`src/rtl/ntw_pkg.sv`:
```
// Shared types, word codes and the sequencer microprogram for number_to_word_tokens.
package ntw_pkg;

   localparam int NumW      = 40;
   localparam int WordW     = 5;
   localparam int Digits    = 13;
   localparam int BcdW      = 4 * Digits;
   localparam int ConvSteps = NumW;
   localparam int ConvCntW  = $clog2(ConvSteps);
   localparam int MaxWords  = 16;
   localparam int CntW      = $clog2(MaxWords + 1);
   localparam int StepW     = 5;

   localparam logic [WordW-1:0] W_ZERO     = 5'd0;
   localparam logic [WordW-1:0] W_TEN      = 5'd10;
   localparam logic [WordW-1:0] W_TWENTY   = 5'd20;
   localparam logic [WordW-1:0] W_TENS_OFS = 5'd18;
   localparam logic [WordW-1:0] W_HUNDRED  = 5'd28;
   localparam logic [WordW-1:0] W_THOUSAND = 5'd29;
   localparam logic [WordW-1:0] W_MILLION  = 5'd30;
   localparam logic [WordW-1:0] W_BILLION  = 5'd31;

   // three-digit groups, units group lowest; GRP_TB is the lone top digit
   localparam logic [2:0] GRP_U  = 3'd0;
   localparam logic [2:0] GRP_T  = 3'd1;
   localparam logic [2:0] GRP_M  = 3'd2;
   localparam logic [2:0] GRP_B  = 3'd3;
   localparam logic [2:0] GRP_TB = 3'd4;

   localparam logic [StepW-1:0] STEP_END = 5'd25;

   typedef enum logic [2:0] {
      OP_ZERO  = 3'd0,
      OP_SKIPZ = 3'd1,
      OP_HDIG  = 3'd2,
      OP_HUND  = 3'd3,
      OP_TENS  = 3'd4,
      OP_UNITS = 3'd5,
      OP_SCALE = 3'd6,
      OP_END   = 3'd7
   } op_type;

   typedef struct packed {
      op_type           op;
      logic [2:0]       grp;
      logic [WordW-1:0] word;
      logic [StepW-1:0] target;
   } uc_type;

   function automatic uc_type uc_word(input op_type op, input logic [2:0] grp,
                                      input logic [WordW-1:0] word,
                                      input logic [StepW-1:0] target);
      uc_type u;
      u.op     = op;
      u.grp    = grp;
      u.word   = word;
      u.target = target;
      return u;
   endfunction

   function automatic uc_type ucode_rom(input logic [StepW-1:0] step);
      uc_type u;
      unique case (step)
         5'd0:    u = uc_word(OP_ZERO,  GRP_U,  W_ZERO,     5'd0);
         5'd1:    u = uc_word(OP_SKIPZ, GRP_B,  W_ZERO,     5'd9);
         5'd2:    u = uc_word(OP_TENS,  GRP_TB, W_ZERO,     5'd0);
         5'd3:    u = uc_word(OP_SCALE, GRP_TB, W_THOUSAND, 5'd0);
         5'd4:    u = uc_word(OP_HDIG,  GRP_B,  W_ZERO,     5'd0);
         5'd5:    u = uc_word(OP_HUND,  GRP_B,  W_ZERO,     5'd0);
         5'd6:    u = uc_word(OP_TENS,  GRP_B,  W_ZERO,     5'd0);
         5'd7:    u = uc_word(OP_UNITS, GRP_B,  W_ZERO,     5'd0);
         5'd8:    u = uc_word(OP_SCALE, GRP_B,  W_BILLION,  5'd0);
         5'd9:    u = uc_word(OP_SKIPZ, GRP_M,  W_ZERO,     5'd15);
         5'd10:   u = uc_word(OP_HDIG,  GRP_M,  W_ZERO,     5'd0);
         5'd11:   u = uc_word(OP_HUND,  GRP_M,  W_ZERO,     5'd0);
         5'd12:   u = uc_word(OP_TENS,  GRP_M,  W_ZERO,     5'd0);
         5'd13:   u = uc_word(OP_UNITS, GRP_M,  W_ZERO,     5'd0);
         5'd14:   u = uc_word(OP_SCALE, GRP_M,  W_MILLION,  5'd0);
         5'd15:   u = uc_word(OP_SKIPZ, GRP_T,  W_ZERO,     5'd21);
         5'd16:   u = uc_word(OP_HDIG,  GRP_T,  W_ZERO,     5'd0);
         5'd17:   u = uc_word(OP_HUND,  GRP_T,  W_ZERO,     5'd0);
         5'd18:   u = uc_word(OP_TENS,  GRP_T,  W_ZERO,     5'd0);
         5'd19:   u = uc_word(OP_UNITS, GRP_T,  W_ZERO,     5'd0);
         5'd20:   u = uc_word(OP_SCALE, GRP_T,  W_THOUSAND, 5'd0);
         5'd21:   u = uc_word(OP_HDIG,  GRP_U,  W_ZERO,     5'd0);
         5'd22:   u = uc_word(OP_HUND,  GRP_U,  W_ZERO,     5'd0);
         5'd23:   u = uc_word(OP_TENS,  GRP_U,  W_ZERO,     5'd0);
         5'd24:   u = uc_word(OP_UNITS, GRP_U,  W_ZERO,     5'd0);
         default: u = uc_word(OP_END,   GRP_U,  W_ZERO,     5'd0);
      endcase
      return u;
   endfunction

endpackage

```
`src/rtl/ntw_if.sv`:
```
// Valid/ready channel interfaces for the number input and the word output.
interface ntw_req_if;
   logic                     valid;
   logic                     ready;
   logic [ntw_pkg::NumW-1:0] number;

   modport source (output valid, output number, input ready);
   modport sink   (input valid, input number, output ready);
endinterface

interface ntw_rsp_if;
   logic                      valid;
   logic                      ready;
   logic [ntw_pkg::WordW-1:0] word;
   logic                      last;

   modport source (output valid, output word, output last, input ready);
   modport sink   (input valid, input word, input last, output ready);
endinterface

```
`src/rtl/number_to_word_tokens.sv`:
```
// Number to word tokens: binary-to-BCD converter and microcoded word sequencer.
// Flow: take the number, run the 40-step shift-and-adjust converter, then 9 to 26 microcode steps.
// Words go out through a pending word and the output register, and the sequencer waits on output stalls.
// A new number is taken only in idle, once the last word has been pushed into the output register.
// Synchronous active-high reset returns the sequencer to idle and empties the output register.
module number_to_word_tokens (
   input logic clock,
   input logic reset,
   ntw_req_if.sink   req_ch,
   ntw_rsp_if.source rsp_ch
);
   import ntw_pkg::*;

   typedef enum logic [2:0] {
      ST_IDLE = 3'b001,
      ST_CONV = 3'b010,
      ST_RUN  = 3'b100
   } state_type;

   state_type            state_ff, state_in;
   logic [NumW-1:0]      bin_ff, bin_in;
   logic [BcdW-1:0]      bcd_ff, bcd_in;
   logic [BcdW-1:0]      bcd_adj;
   logic [ConvCntW-1:0]  conv_cnt_ff, conv_cnt_in;
   logic [StepW-1:0]     step_ff, step_in;
   logic [CntW-1:0]      cnt_ff, cnt_in;
   logic                 pend_valid_ff, pend_valid_in;
   logic [WordW-1:0]     pend_word_ff, pend_word_in;
   logic                 rsp_valid_ff, rsp_valid_in;
   logic [WordW-1:0]     rsp_word_ff, rsp_word_in;
   logic                 rsp_last_ff, rsp_last_in;

   uc_type               uc;
   logic [11:0]          grp_dig;
   logic [3:0]           dig_h, dig_t, dig_u;
   logic                 grp_nz;
   logic                 all_zero;
   logic                 emit_en;
   logic [WordW-1:0]     emit_code;
   logic                 slot_free;
   logic                 push, push_last;

   assign uc        = ucode_rom(step_ff);
   assign slot_free = !rsp_valid_ff || rsp_ch.ready;
   assign all_zero  = (bcd_ff == '0);

   always_comb begin
      unique case (uc.grp)
         GRP_U:   grp_dig = bcd_ff[11:0];
         GRP_T:   grp_dig = bcd_ff[23:12];
         GRP_M:   grp_dig = bcd_ff[35:24];
         GRP_B:   grp_dig = bcd_ff[47:36];
         GRP_TB:  grp_dig = {8'd0, bcd_ff[51:48]};
         default: grp_dig = '0;
      endcase
   end

   assign dig_h = grp_dig[11:8];
   assign dig_t = grp_dig[7:4];
   assign dig_u = grp_dig[3:0];
   // the billions count also covers the lone top digit
   assign grp_nz = (grp_dig != '0) || ((uc.grp == GRP_B) && (bcd_ff[51:48] != '0));

   always_comb begin
      emit_en   = 1'b0;
      emit_code = W_ZERO;
      unique case (uc.op)
         OP_ZERO: begin
            emit_en   = all_zero;
            emit_code = W_ZERO;
         end
         OP_HDIG: begin
            emit_en   = (dig_h != '0);
            emit_code = WordW'(dig_h);
         end
         OP_HUND: begin
            emit_en   = (dig_h != '0);
            emit_code = W_HUNDRED;
         end
         OP_TENS: begin
            if (dig_t >= 4'd2) begin
               emit_en   = 1'b1;
               emit_code = (dig_t == 4'd2) ? W_TWENTY : WordW'(dig_t) + W_TENS_OFS;
            end else begin
               emit_en   = (dig_t != '0) || (dig_u != '0);
               emit_code = dig_t[0] ? WordW'(dig_u) + W_TEN : WordW'(dig_u);
            end
         end
         OP_UNITS: begin
            emit_en   = (dig_t >= 4'd2) && (dig_u != '0);
            emit_code = WordW'(dig_u);
         end
         OP_SCALE: begin
            emit_en   = grp_nz;
            emit_code = uc.word;
         end
         default: begin
            emit_en   = 1'b0;
            emit_code = W_ZERO;
         end
      endcase
   end

   always_comb begin
      for (int i = 0; i < Digits; i++) begin
         bcd_adj[4*i +: 4] = (bcd_ff[4*i +: 4] >= 4'd5) ? bcd_ff[4*i +: 4] + 4'd3
                                                        : bcd_ff[4*i +: 4];
      end
   end

   always_comb begin
      state_in      = state_ff;
      bin_in        = bin_ff;
      bcd_in        = bcd_ff;
      conv_cnt_in   = conv_cnt_ff;
      step_in       = step_ff;
      cnt_in        = cnt_ff;
      pend_valid_in = pend_valid_ff;
      pend_word_in  = pend_word_ff;
      push          = 1'b0;
      push_last     = 1'b0;
      unique case (state_ff)
         ST_IDLE: begin
            if (req_ch.valid) begin
               bin_in      = req_ch.number;
               bcd_in      = '0;
               conv_cnt_in = '0;
               state_in    = ST_CONV;
            end
         end
         ST_CONV: begin
            bcd_in      = {bcd_adj[BcdW-2:0], bin_ff[NumW-1]};
            bin_in      = {bin_ff[NumW-2:0], 1'b0};
            conv_cnt_in = conv_cnt_ff + 1'b1;
            if (conv_cnt_ff == ConvCntW'(ConvSteps - 1)) begin
               state_in      = ST_RUN;
               step_in       = '0;
               cnt_in        = '0;
               pend_valid_in = 1'b0;
            end
         end
         ST_RUN: begin
            if (uc.op == OP_END) begin
               if (slot_free) begin
                  push          = 1'b1;
                  push_last     = 1'b1;
                  pend_valid_in = 1'b0;
                  state_in      = ST_IDLE;
               end
            end else if (uc.op == OP_SKIPZ) begin
               step_in = grp_nz ? step_ff + 1'b1 : uc.target;
            end else if (emit_en) begin
               if (!pend_valid_ff || slot_free) begin
                  push          = pend_valid_ff;
                  pend_word_in  = emit_code;
                  pend_valid_in = 1'b1;
                  cnt_in        = cnt_ff + 1'b1;
                  step_in       = (cnt_ff == CntW'(MaxWords - 1)) ? STEP_END
                                                                 : step_ff + 1'b1;
               end
            end else begin
               step_in = step_ff + 1'b1;
            end
         end
         default: state_in = ST_IDLE;
      endcase
   end

   always_comb begin
      rsp_word_in  = rsp_word_ff;
      rsp_last_in  = rsp_last_ff;
      rsp_valid_in = rsp_valid_ff && !rsp_ch.ready;
      if (push) begin
         rsp_valid_in = 1'b1;
         rsp_word_in  = pend_word_ff;
         rsp_last_in  = push_last;
      end
   end

   always_ff @(posedge clock) begin
      if (reset) begin
         state_ff      <= ST_IDLE;
         pend_valid_ff <= 1'b0;
         rsp_valid_ff  <= 1'b0;
         step_ff       <= '0;
         cnt_ff        <= '0;
         conv_cnt_ff   <= '0;
      end else begin
         state_ff      <= state_in;
         pend_valid_ff <= pend_valid_in;
         rsp_valid_ff  <= rsp_valid_in;
         step_ff       <= step_in;
         cnt_ff        <= cnt_in;
         conv_cnt_ff   <= conv_cnt_in;
      end
   end

   always_ff @(posedge clock) begin
      bin_ff       <= bin_in;
      bcd_ff       <= bcd_in;
      pend_word_ff <= pend_word_in;
      rsp_word_ff  <= rsp_word_in;
      rsp_last_ff  <= rsp_last_in;
   end

   assign req_ch.ready = (state_ff == ST_IDLE);
   assign rsp_ch.valid = rsp_valid_ff;
   assign rsp_ch.word  = rsp_word_ff;
   assign rsp_ch.last  = rsp_last_ff;

   a_accept_starts_conv: assert property (@(posedge clock) disable iff (reset)
      (req_ch.valid && req_ch.ready) |=> (state_ff == ST_CONV))
      else $error("transfer in did not start conversion");

   a_word_count_bound: assert property (@(posedge clock) disable iff (reset)
      cnt_ff <= CntW'(MaxWords))
      else $error("word count beyond limit");

   a_no_pending_in_conv: assert property (@(posedge clock) disable iff (reset)
      (state_ff == ST_CONV) |-> !pend_valid_ff)
      else $error("pending word held during conversion");

   a_last_ends_run: assert property (@(posedge clock) disable iff (reset)
      (push && push_last) |=> (state_ff == ST_IDLE && rsp_valid_ff && rsp_last_ff))
      else $error("final word did not close the run");

   a_push_needs_slot: assert property (@(posedge clock) disable iff (reset)
      push |-> slot_free)
      else $error("output register overwritten");

endmodule
```
`src/flat_wrapper.sv`:
```
// flat-port wrapper written by rule: the top's interface ports become plain ports
module number_to_word_tokens_flat import ntw_pkg::*;
  (clock, reset, req_ch_valid, req_ch_number, req_ch_ready, rsp_ch_valid, rsp_ch_word, rsp_ch_last, rsp_ch_ready);
  ntw_req_if req_ch_i ();
  ntw_rsp_if rsp_ch_i ();
  input logic clock;
  input logic reset;
  input wire logic [$bits(req_ch_i.valid)-1:0] req_ch_valid;
  input wire logic [$bits(req_ch_i.number)-1:0] req_ch_number;
  output wire logic [$bits(req_ch_i.ready)-1:0] req_ch_ready;
  output wire logic [$bits(rsp_ch_i.valid)-1:0] rsp_ch_valid;
  output wire logic [$bits(rsp_ch_i.word)-1:0] rsp_ch_word;
  output wire logic [$bits(rsp_ch_i.last)-1:0] rsp_ch_last;
  input wire logic [$bits(rsp_ch_i.ready)-1:0] rsp_ch_ready;
  assign req_ch_i.valid = req_ch_valid;
  assign req_ch_i.number = req_ch_number;
  assign req_ch_ready = req_ch_i.ready;
  assign rsp_ch_valid = rsp_ch_i.valid;
  assign rsp_ch_word = rsp_ch_i.word;
  assign rsp_ch_last = rsp_ch_i.last;
  assign rsp_ch_i.ready = rsp_ch_ready;
  number_to_word_tokens u_core (.clock(clock), .reset(reset), .req_ch(req_ch_i), .rsp_ch(rsp_ch_i));
endmodule
```
`config.mk`:
```
export PLATFORM = sky130hd
export DESIGN_NAME = number_to_word_tokens_flat
export DESIGN_NICKNAME = d
export VERILOG_FILES = /design/src/rtl/ntw_pkg.sv /design/src/rtl/ntw_if.sv /design/src/rtl/number_to_word_tokens.sv /design/src/flat_wrapper.sv
export SDC_FILE = /design/constraint.sdc
export NUM_CORES = 1
export LEC_CHECK = 0
export ABC_AREA = 1
export CAP_MARGIN = 25
export CORE_ASPECT_RATIO = 2
export CORE_MARGIN = 5
export CORE_UTILIZATION = 35
export CTS_CLUSTER_DIAMETER = 40
export DETAILED_ROUTE_END_ITERATION = 10
export DONT_BUFFER_PORTS = 1
export GPL_TIMING_DRIVEN = 0
export PLACE_DENSITY = 0.6
export SYNTH_ARGS = -nofsm -noshare
export SYNTH_HDL_FRONTEND = slang
export SYNTH_SLANG_ARGS = --single-unit
```
`constraint.sdc`:
```
create_clock -name clock -period 9.31 [get_ports clock]
set_clock_uncertainty 0.05 [all_clocks]
set_input_delay 1.3965 -clock clock [delete_from_list [all_inputs] [get_ports clock]]
set_output_delay 1.3965 -clock clock [all_outputs]
set_load 0.02 [all_outputs]
```
==> results of run 1 <==
==> cell families (layout without fill, tap and decap cells) <==
family | count (synthesis) | in the layout | share of synthesized area, %
adders and majority gates | 46 | 46 | 7.02
DFF | 138 | 138 | 46.3
xor gates and xnor gates | 13 | 13 | 1.39
AOI/OAI and AO/OA | 158 | 158 | 11.1
buffers and inverters | 149 | 182 | 7.29
and+or+nand+nor | 476 | 476 | 26.9
==> registers in the layout, indices dropped and copies added, names as in the netlist <==
register,cells
u_core.bcd_ff,52
u_core.bin_ff,40
u_core.uc,14
u_core.conv_cnt_ff,6
u_core.cnt_ff,5
u_core.pend_word_ff,5
u_core.rsp_ch.word,5
u_core.step_ff,5
u_core.state_ff,3
u_core.pend_valid_ff,1
u_core.rsp_ch.last,1
u_core.rsp_ch.valid,1
==> power by group through the flow <==
stage | clock [mW] | sequential (mW) | combinational (mW)
floorplan | 0 | 1.14 | 0.819
global placement | 0 | 1.23 | 1.10
detailed placement | 0 | 1.20 | 1.15
CTS | 0.699 | 1.19 | 1.15
global route | 0.727 | 1.21 | 1.30
finish | 0.681 | 1.19 | 1.14
==> final timing paths <==
kind / startpoint / slack (ns) / depth (start not counted) / end
setup / recovery: u_core.state_ff[1] / 5.80 / 16 / u_core.uc[9]
hold / removal: u_core.pend_word_ff[0] / 0.37 / 0 / u_core.rsp_ch.word[0]
setup reg to reg: u_core.state_ff[1] / 5.80 / 16 / u_core.uc[9]
hold reg to reg: u_core.pend_word_ff[0] / 0.37 / 0 / u_core.rsp_ch.word[0]
==> critical path, delay by kind of cell (launching register included) <==
family / cells / cell delay [ns]
buf+inv: 3 / 0.37
flops: 1 / 0.38
simple gates: 11 / 2.06
fa+ha+maj: 1 / 0.25
compound gates: 1 / 0.31
==> metrics by stage <==
step	util (%)	worst slack (ns)
floorplan	-	4.94
CTS	39.5	5.71
finish	39.5	5.80
global placement	36.8	3.67
global route	39.5	5.54
detailed placement	37.0	5.45
==> metal layers <==
| layer | global-route usage [%] | wire [um] | up-vias |
|---|---|---|---|
| li1 | - | - | 3348 |
| met1 | 14.9 | 7430 | 3161 |
| met2 | 32.2 | 12100 | 166 |
| met3 | 3.47 | 678 | 64 |
| met4 | 11.5 | 1420 | 0 |
| met5 | 0 | 0 | - |
==> final cells by class <==
| class | count | area [sq um] | area share [%] |
|---|---|---|---|
| Inverter | 124 | 470 | 5.13 |
| Tap cell | 283 | 354 | 3.86 |
| Sequential cell | 138 | 3790 | 41.4 |
| Multi-Input combinational cell | 693 | 3810 | 41.5 |
| Clock inverter | 12 | 150 | 1.64 |
| Buffer | 25 | 130 | 1.42 |
| Clock buffer | 20 | 437 | 4.76 |
| Timing Repair Buffer | 1 | 27.5 | 0.300 |
==> cell usage after synthesis (2+ instances only) <==
library cell	instances	area share, %
nand2_1	221	10
inv_1	114	5.2
edfxtp_1	103	38
nor2_1	93	4.3
o21ai_0	66	4.0
a21oi_1	52	3.2
nand3_1	50	3.1
ha_1	46	7.0
nand4_1	38	2.9
dfxtp_1	35	8.5
nor3_1	24	1.5
a211oi_1	13	1.2
clkbuf_1	13	0.60
nand2_2	13	0.99
nor2_2	10	0.76
xor2_1	9	0.96
o21ai_1	8	0.49
inv_2	7	0.32
buf_2	5	0.31
nand3_2	5	0.61
nor2_4	5	0.69
nor3b_1	5	0.46
xnor2_1	4	0.43
buf_6	3	0.41
nand2_4	3	0.41
nand3_4	3	0.64
or2_2	3	0.23
a21oi_4	2	0.40
a221oi_1	2	0.21
a22oi_1	2	0.18
buf_1	2	0.092
buf_4	2	0.18
clkinv_1	2	0.092
nor3_2	2	0.24
o211ai_1	2	0.18
o22ai_1	2	0.15
o31ai_1	2	0.18
==> layout by cell type (no fill, tap or decap), types with 10 or more instances in the layout <==
cell | netlist | final
clkbuf_16 | 0 | 17
a211oi_1 | 13 | 13
nor2_2 | 10 | 10
edfxtp_1 | 103 | 103
a21oi_1 | 52 | 52
ha_1 | 46 | 46
inv_1 | 114 | 113
nor3_1 | 24 | 24
nor2_1 | 93 | 93
dfxtp_1 | 35 | 35
nand2_2 | 13 | 13
nand3_1 | 50 | 50
clkbuf_1 | 13 | 16
nand4_1 | 38 | 38
o21ai_0 | 66 | 66
nand2_1 | 221 | 221
==> flow_metrics.py, run 1 <==
metrics = {
    "clock_tree": {
        "clock_path_buffers": 2,
        "clock_latency_ns": 0.44,
        "cts_hold_buf": 0,
        "cts_buffers": 17,
        "post_cts_buffers": 0,
        "cts_tree": "yes",
        "htreeDepth": 4,
        "cts-root-buf": "clkbuf_16",
        "clkTransAtPathRegs_ns": 0.06,
        "cts_resized": 0,
        "cts.sinks": 138,
    },
    "routing": {
        "wl_mm": 21.6,
        "drc": 0,
        "wl_per_cell_um": 16.7,
        "drtPass1Iterations": 5,
        "dr_total_vias": 6739,
        "drt.antenna.violating_nets": 0,
        "viasPerCell": 5.20,
        "drt_iter0_markers": 370,
    },
    "critical_path": {
        "crit_top_cell": "nand2_1",
        "crit_fanout": 10,
        "crit_slowest_cell": "nor3_2",
        "critPathLaunchType": "flop",
        "cp_data_required_time_ns": 9.62,
        "path_cells": "inv_2 > nor3_2 > inv_2 > nor2_1 > nor2_1 > nor2_1 > a21boi_4 > nand2_1 > nand2_1 > nor2_4 > inv_1 > ha_1 > nand3_2 > nand2_1 > nand2_1 > nand3_1",
        "path_class": "reg -> reg",
        "crit_path_end_kind": "flop",
        "cpPeakStageDelay_ns": 0.60,
        "arrival_ns": 3.81,
    },
    "timing": {
        "rsz0062_at_grt": "false",
        "finalMaxSlewViolations": 0,
        "final.setup.tns_ns": 0,
        "final_hold_viol_count": 0,
        "timing.hold.ws_ns": 0.368,
        "max_freq_mhz": 285,
        "max_slew_margin_pct": 40.6,
        "setup_violations": 0,
        "fin_crit_sh_pct": 37.7,
        "fin_crit_ns": 3.51,
        "worst_slew_pin_slew_ns": 0.883,
    },
    "cells_and_area": {
        "fin_nets": 1090,
        "fin_cells": 1296,
        "final_layout_size_suffix_gt1_share_pct": 9.38,
        "antennaDiodeCount": 0,
        "fin_area_sq_mm": 0.00917,
        "area_growth_pct": 11.8,
        "n_fill_cell": 2345,
    },
    "power": {
        "combPwrFrac_pct": 37.9,
        "cellPowerDensity_mw_per_mm2": 328,
        "power_frac_seq_pct": 39.5,
        "pwr-share-clk_pct": 22.6,
        "sw_frac_of_total_pct": 42.0,
        "fin_total_pwr_mw": 3.01,
        "ir_worst_vdd_v": 0.000211,
        "p_leak_nw": 3.75,
        "p_sw_mw": 1.27,
        "intPower_mw": 1.74,
    },
    "placement": {
        "dpl.hpwl_mm": 16.8,
        "dpl.cell_count": 1264,
        "placed_area_sq_mm": 0.00858,
        "gp_routability_congestion": 0.959,
        "io_buffers": 0,
    },
    "synthesis": {
        "yosysWarnings": 0,
        "syn_inst": 980,
        "synth_async_sr_flop_share_pct": 0,
        "yosysSeqAreaShare_pct": 46.3,
        "synth_area_per_cell_sq_um": 8.37,
        "ys_seq_elements": 138,
        "ys_types": 46,
        "synth_edf_count": 103,
        "synth_nets": 1070,
        "synth_ff_type": "edfxtp_1",
        "syn_area_sq_mm": 0.00820,
    },
    "run": {
        "max-cap-violations": 0,
    },
    "grt": {
        "gr-total-overflow": 0,
        "grt_use_total_pct": 16.6,
        "grt_pass1_vias": 6881,
        "grt_start_max_net_pins": 62,
        "antenna_found_initial": 0,
        "grt_pass1_wl_mm": 34.7,
    },
    "worst_hold_path": {
        "hold_class": "reg -> reg",
    },
    "floorplanning": {
        "dieArea_sq_mm": 0.0268,
        "rows": 79,
        "dieHeight_um": 226,
        "io_pins": 52,
        "die_w_um": 118,
        "start_util_pct": 35.3,
        "coreArea_sq_mm": 0.0232,
    },
    "run_status": {
        "status": "finished clean",
    },
}
(Power assumes the default switching activity.)
==> run 2: changes to the inputs <==
==> constraint.sdc (replaced) <==
create_clock -name clock -period 3.29 [get_ports clock]
set_clock_uncertainty 0.05 [all_clocks]
set_input_delay 0.4935 -clock clock [delete_from_list [all_inputs] [get_ports clock]]
set_output_delay 0.4935 -clock clock [all_outputs]
set_load 0.02 [all_outputs]
==> flow_metrics.py, run 2 (same netlist as run 1, synthesis figures left out) <==
metrics = {
    "floorplanning": {
        "start_util_pct": 35.3,
        "dieHeight_um": 226,
        "rows": 79,
        "io_pins": 52,
        "dieArea_sq_mm": 0.0268,
        "coreArea_sq_mm": 0.0232,
        "die_w_um": 118,
    },
    "routing": {
        "wl_per_cell_um": 16.7,
        "drt.antenna.violating_nets": 0,
        "drc": 0,
        "viasPerCell": 5.15,
        "drt_iter0_markers": 407,
        "wl_mm": 21.8,
        "drtPass1Iterations": 7,
        "dr_total_vias": 6741,
    },
    "cells_and_area": {
        "regMostFlops": "u_core.bcd_ff",
        "most-common-layout-cells": "nand2_1 (218), inv_1 (113), edfxtp_1 (103), nor2_1 (87), o21ai_0 (66)",
        "area_growth_pct": 14.3,
        "largest_reg_flops": 52,
        "final_common_cell": "nand2_1",
        "antennaDiodeCount": 0,
        "fin_util_pct": 40.4,
        "fin_cells": 1309,
        "fin_area_sq_mm": 0.00937,
        "fin_nets": 1103,
        "final_layout_size_suffix_gt1_share_pct": 12.3,
    },
    "grt": {
        "gr-total-overflow": 0,
        "use_met1_pct": 15.1,
        "grt_pass1_wl_mm": 34.9,
        "grt_use_total_pct": 16.7,
        "grt_start_max_net_pins": 42,
        "grt_util_met2_pct": 31.7,
        "top_usage_layer": "met2",
        "antenna_found_initial": 0,
        "use_met3_pct": 3.02,
        "grt_pass1_vias": 6938,
    },
    "clock_tree": {
        "cts-root-buf": "clkbuf_16",
        "clock_path_buffers": 2,
        "htreeDepth": 4,
        "cts_buffers": 17,
        "clkTransAtPathRegs_ns": 0.06,
        "cts.sinks": 138,
        "clock_latency_ns": 0.44,
        "cts_hold_buf": 0,
        "cts_tree": "yes",
    },
    "critical_path": {
        "critPathLaunchType": "flop",
        "cp_data_required_time_ns": 3.61,
        "crit_slowest_cell": "edfxtp_1",
        "crit_path_end_kind": "flop",
        "crit_fanout": 8,
        "cp_num_buf_inv": 0,
        "path_class": "reg -> reg",
        "arrival_ns": 3.47,
        "cpPeakStageDelay_ns": 0.50,
        "path_cells": "nor2_1 > nand4_1 > nor2_1 > nand4_1 > nand2_1 > nor2_2 > nand3_4 > nand2_2 > nand2_4 > nand2_2 > a21oi_4 > ha_2 > nand3_1 > nand2_1 > nand2_1 > nand3_1",
        "crit_top_cell": "nand2_1",
        "critPathTopFamily": "simple AND/OR/NAND/NOR gates",
    },
    "timing": {
        "fin_crit_ns": 3.15,
        "max_freq_mhz": 318,
        "timing.hold.ws_ns": 0.187,
        "final.setup.tns_ns": 0,
        "final_hold_viol_count": 0,
        "finalMaxSlewViolations": 0,
        "fin_ws_ns": 0.141,
        "setup_violations": 0,
        "worst_slew_pin_slew_ns": 0.886,
        "max_slew_margin_pct": 40.4,
        "fin_crit_sh_pct": 95.7,
        "rsz0062_at_grt": "true",
    },
    "worst_hold_path": {
        "hold_class": "in -> reg",
    },
    "placement": {
        "placed_area_sq_mm": 0.00862,
        "io_buffers": 0,
        "dpl.hpwl_mm": 17.0,
        "dpl.cell_count": 1265,
        "pre_cts_slack_ns": -0.201,
        "gp_routability_congestion": 0.977,
    },
    "run_status": {
        "status": "finished clean",
    },
    "power": {
        "ir_worst_vdd_v": 0.000554,
        "sw_frac_of_total_pct": 42.1,
        "cellPowerDensity_mw_per_mm2": 943,
        "fin_total_pwr_mw": 8.83,
        "p_leak_nw": 3.82,
        "pwr-share-clk_pct": 22.1,
        "p_sw_mw": 3.72,
        "intPower_mw": 5.11,
        "combPwrFrac_pct": 39.5,
        "power_frac_seq_pct": 38.3,
    },
    "run": {
        "max-cap-violations": 0,
    },
}
[run 2: worst paths after layout]
kind,startpoint,slack [ns],end,cells past startpoint
worst max-delay path,u_core.bcd_ff[47],0.14,u_core.uc[14],16
worst min-delay path,req_ch_number[0],0.19,u_core.bin_ff[0],2
worst max register to register,u_core.bcd_ff[47],0.14,u_core.uc[14],16
worst min register to register,u_core.pend_word_ff[0],0.37,u_core.rsp_ch.word[0],0
[run 2: routing by layer]
metal / vias to the layer above / part of all wire [%]
li1: 3369 / -
met4: 0 / 7.6
met5: - / 0
met2: 164 / 55
met1: 3132 / 35
met3: 76 / 3.1
[run 2: final cells by class]
| cell class | count | area, sq um |
|---|---|---|
| repair inverters | 1 | 7.51 |
| clock inverters | 15 | 174 |
| flip-flops and latches | 138 | 3800 |
| repair buffers | 13 | 123 |
| multi-input cells | 693 | 3880 |
| clock buffers | 17 | 425 |
| well taps | 283 | 354 |
| fillers | 2347 | 13900 |
| inverters | 124 | 472 |
| plain buffers | 25 | 136 |
[run 2: repair_timing]
action | in CTS | in global routing
gates resized for setup | 3 | 17
endpoints found under the setup margin | 78 | 23
pin swaps | 4 | 5
buffers inserted | 4 | 7
gates cloned | 1 | 0
hold endpoints to repair | 0 | 0
[run 2: power groups by stage]
stage | Sequential, mW | Clock, mW | Combinational, mW
after CTS | 3.39 | 2.01 | 3.38
after global placement | 3.47 | 0 | 3.12
after floorplan | 3.21 | 0 | 2.35
final | 3.39 | 1.96 | 3.49
after global routing | 3.45 | 2.08 | 3.92
after detailed placement | 3.42 | 0 | 3.30
==> run 3: changes to the inputs <==
--- a/config.mk
+++ b/config.mk
@@ -14,7 +14,7 @@
 export DETAILED_ROUTE_END_ITERATION = 10
 export DONT_BUFFER_PORTS = 1
 export GPL_TIMING_DRIVEN = 0
-export PLACE_DENSITY = 0.6
+export SKIP_CTS_REPAIR_TIMING = 1
 export SYNTH_ARGS = -nofsm -noshare
 export SYNTH_HDL_FRONTEND = slang
 export SYNTH_SLANG_ARGS = --single-unit
==> constraint.sdc (replaced) <==
create_clock -name clock -period 3.51 [get_ports clock]
set_clock_uncertainty 0.05 [all_clocks]
set_input_delay 0.5265 -clock clock [delete_from_list [all_inputs] [get_ports clock]]
set_output_delay 0.5265 -clock clock [all_outputs]
set_load 0.02 [all_outputs]
==> flow_metrics.py, run 3 (same netlist as run 1, synthesis figures left out) <==
metrics = {
    "critical_path": {
        "crit_path_end_kind": "flop",
        "arrival_ns": 3.56,
        "critPathLaunchType": "flop",
        "crit_fanout": 10,
        "path_class": "reg -> reg",
        "cp_data_required_time_ns": 3.79,
    },
    "routing": {
        "drt.antenna.violating_nets": 0,
        "drtPass1Iterations": 5,
        "wl_mm": 21.6,
        "dr_total_vias": 6705,
        "drt_iter0_markers": 343,
        "viasPerCell": 5.15,
        "drc": 0,
        "wl_per_cell_um": 16.6,
    },
    "cells_and_area": {
        "n_fill_cell": 2298,
        "antennaDiodeCount": 0,
        "fin_nets": 1096,
        "largest_reg_flops": 52,
        "fin_cells": 1302,
        "final_layout_size_suffix_gt1_share_pct": 10.7,
        "area_growth_pct": 12.8,
        "regMostFlops": "u_core.bcd_ff",
        "most-common-layout-cells": "nand2_1 (221), inv_1 (113), edfxtp_1 (103), nor2_1 (91), o21ai_0 (66)",
        "final_common_cell": "nand2_1",
    },
    "grt": {
        "top_usage_layer": "met2",
        "use_met3_pct": 2.85,
        "grt_start_max_net_pins": 42,
        "grt_pass1_wl_mm": 33.6,
        "grt_use_total_pct": 16.0,
        "antenna_found_initial": 0,
        "grt_pass1_vias": 6630,
        "grt_util_met2_pct": 31.3,
        "use_met1_pct": 14.7,
        "gr-total-overflow": 0,
    },
    "clock_tree": {
        "clock_latency_ns": 0.44,
        "htreeDepth": 4,
        "cts_tree": "yes",
        "clock_path_buffers": 2,
        "cts_buffers": 17,
        "cts-root-buf": "clkbuf_16",
        "clkTransAtPathRegs_ns": 0.06,
        "cts.sinks": 138,
    },
    "power": {
        "p_sw_mw": 3.47,
        "p_leak_nw": 3.77,
        "pwr-share-clk_pct": 21.9,
        "power_frac_seq_pct": 39.4,
        "sw_frac_of_total_pct": 43.2,
        "ir_worst_vdd_v": 0.000640,
        "cellPowerDensity_mw_per_mm2": 868,
        "intPower_mw": 4.56,
        "combPwrFrac_pct": 38.8,
    },
    "timing": {
        "fin_crit_ns": 3.28,
        "max_slew_margin_pct": 46.8,
        "fin_crit_sh_pct": 93.5,
        "finalMaxSlewViolations": 0,
        "setup_violations": 0,
        "max_freq_mhz": 305,
        "fin_ws_ns": 0.229,
        "final_hold_viol_count": 0,
        "rsz0062_at_grt": "false",
        "worst_slew_pin_slew_ns": 0.792,
    },
    "floorplanning": {
        "rows": 79,
        "dieArea_sq_mm": 0.0268,
        "start_util_pct": 35.3,
        "die_w_um": 118,
        "coreArea_sq_mm": 0.0232,
        "dieHeight_um": 226,
        "io_pins": 52,
    },
    "placement": {
        "gp_routability_congestion": 0.931,
        "io_buffers": 0,
        "pre_cts_slack_ns": -0.137,
        "dpl.cell_count": 1265,
        "dpl.hpwl_mm": 16.9,
    },
    "run_status": {
        "status": "finished clean",
    },
    "run": {
        "max-cap-violations": 0,
    },
    "worst_hold_path": {
        "hold_class": "in -> reg",
    },
}
run 3: through the flow:
step | TNS (ns) | util, % | area, sq um | power (mW) | hold WS (ns)
after floorplan | 0 | - | 8210 | 5.18 | 0.350
after global placement | -119.02 | 36.9 | 8560 | 6.16 | 0.354
after detailed placement | -0.594 | 37.0 | 8600 | 6.24 | 0.359
after CTS | -0.751 | 39.5 | 9170 | 8.02 | 0.197
after global routing | 0 | 39.8 | 9250 | 8.55 | 0.206
final | 0 | 39.8 | 9250 | 8.03 | 0.221
run 3: final timing paths:
kind,cells after the start,endpoint,from,slack [ns]
max reg2reg,21,u_core.uc[15],u_core.uc[11],0.23
max,21,u_core.uc[15],u_core.uc[11],0.23
min,2,u_core.bin_ff[2],req_ch_number[2],0.22
min reg2reg,0,u_core.rsp_ch.word[3],u_core.pend_word_ff[3],0.37
run 3: area by class of cell:
type	count	area [sq um]	share of cell area, %
buffer	25	130	1.41
multi-input combinational	693	3860	41.7
timing repair buffer	7	75.1	0.811
tap	283	354	3.83
clock buffer	18	429	4.64
sequential	138	3790	41.0
clock inverter	14	141	1.53
inverter	124	472	5.10
run 3: routing by layer:
layer | wire length [um] | part of all wire [%]
met5 | 0 | 0
met4 | 1300 | 6.0
met3 | 602 | 2.8
met2 | 12200 | 56
met1 | 7540 | 35
run 3: power by group through the flow:
| stage | combinational [mW] | clock, mW | sequential, mW |
|---|---|---|---|
| 6_report | 3.11 | 1.76 | 3.16 |
| 2_1_floorplan | 2.18 | 0 | 3.00 |
| 3_3_place_gp | 2.91 | 0 | 3.24 |
| 3_5_place_dp | 3.06 | 0 | 3.18 |
| 4_1_cts | 3.08 | 1.79 | 3.15 |
| 5_1_grt | 3.47 | 1.86 | 3.21 |
run 3: worst max-delay path, stage by stage (launching register included):
cell	delay, ns
dfxtp_1	0.37
buf_4	0.20
buf_2	0.19
nand4_1	0.12
nand3_1	0.12
nor2_2	0.19
nand2_1	0.12
nor2_4	0.12
nand2_4	0.10
o21bai_4	0.14
nand3_4	0.13
nand2_2	0.10
nand2_4	0.10
nor2_2	0.12
nand2_2	0.10
nand2_2	0.12
nand2_1	0.15
ha_1	0.31
nand2_1	0.07
nand3_1	0.08
nand2_1	0.12
inv_1	0.05
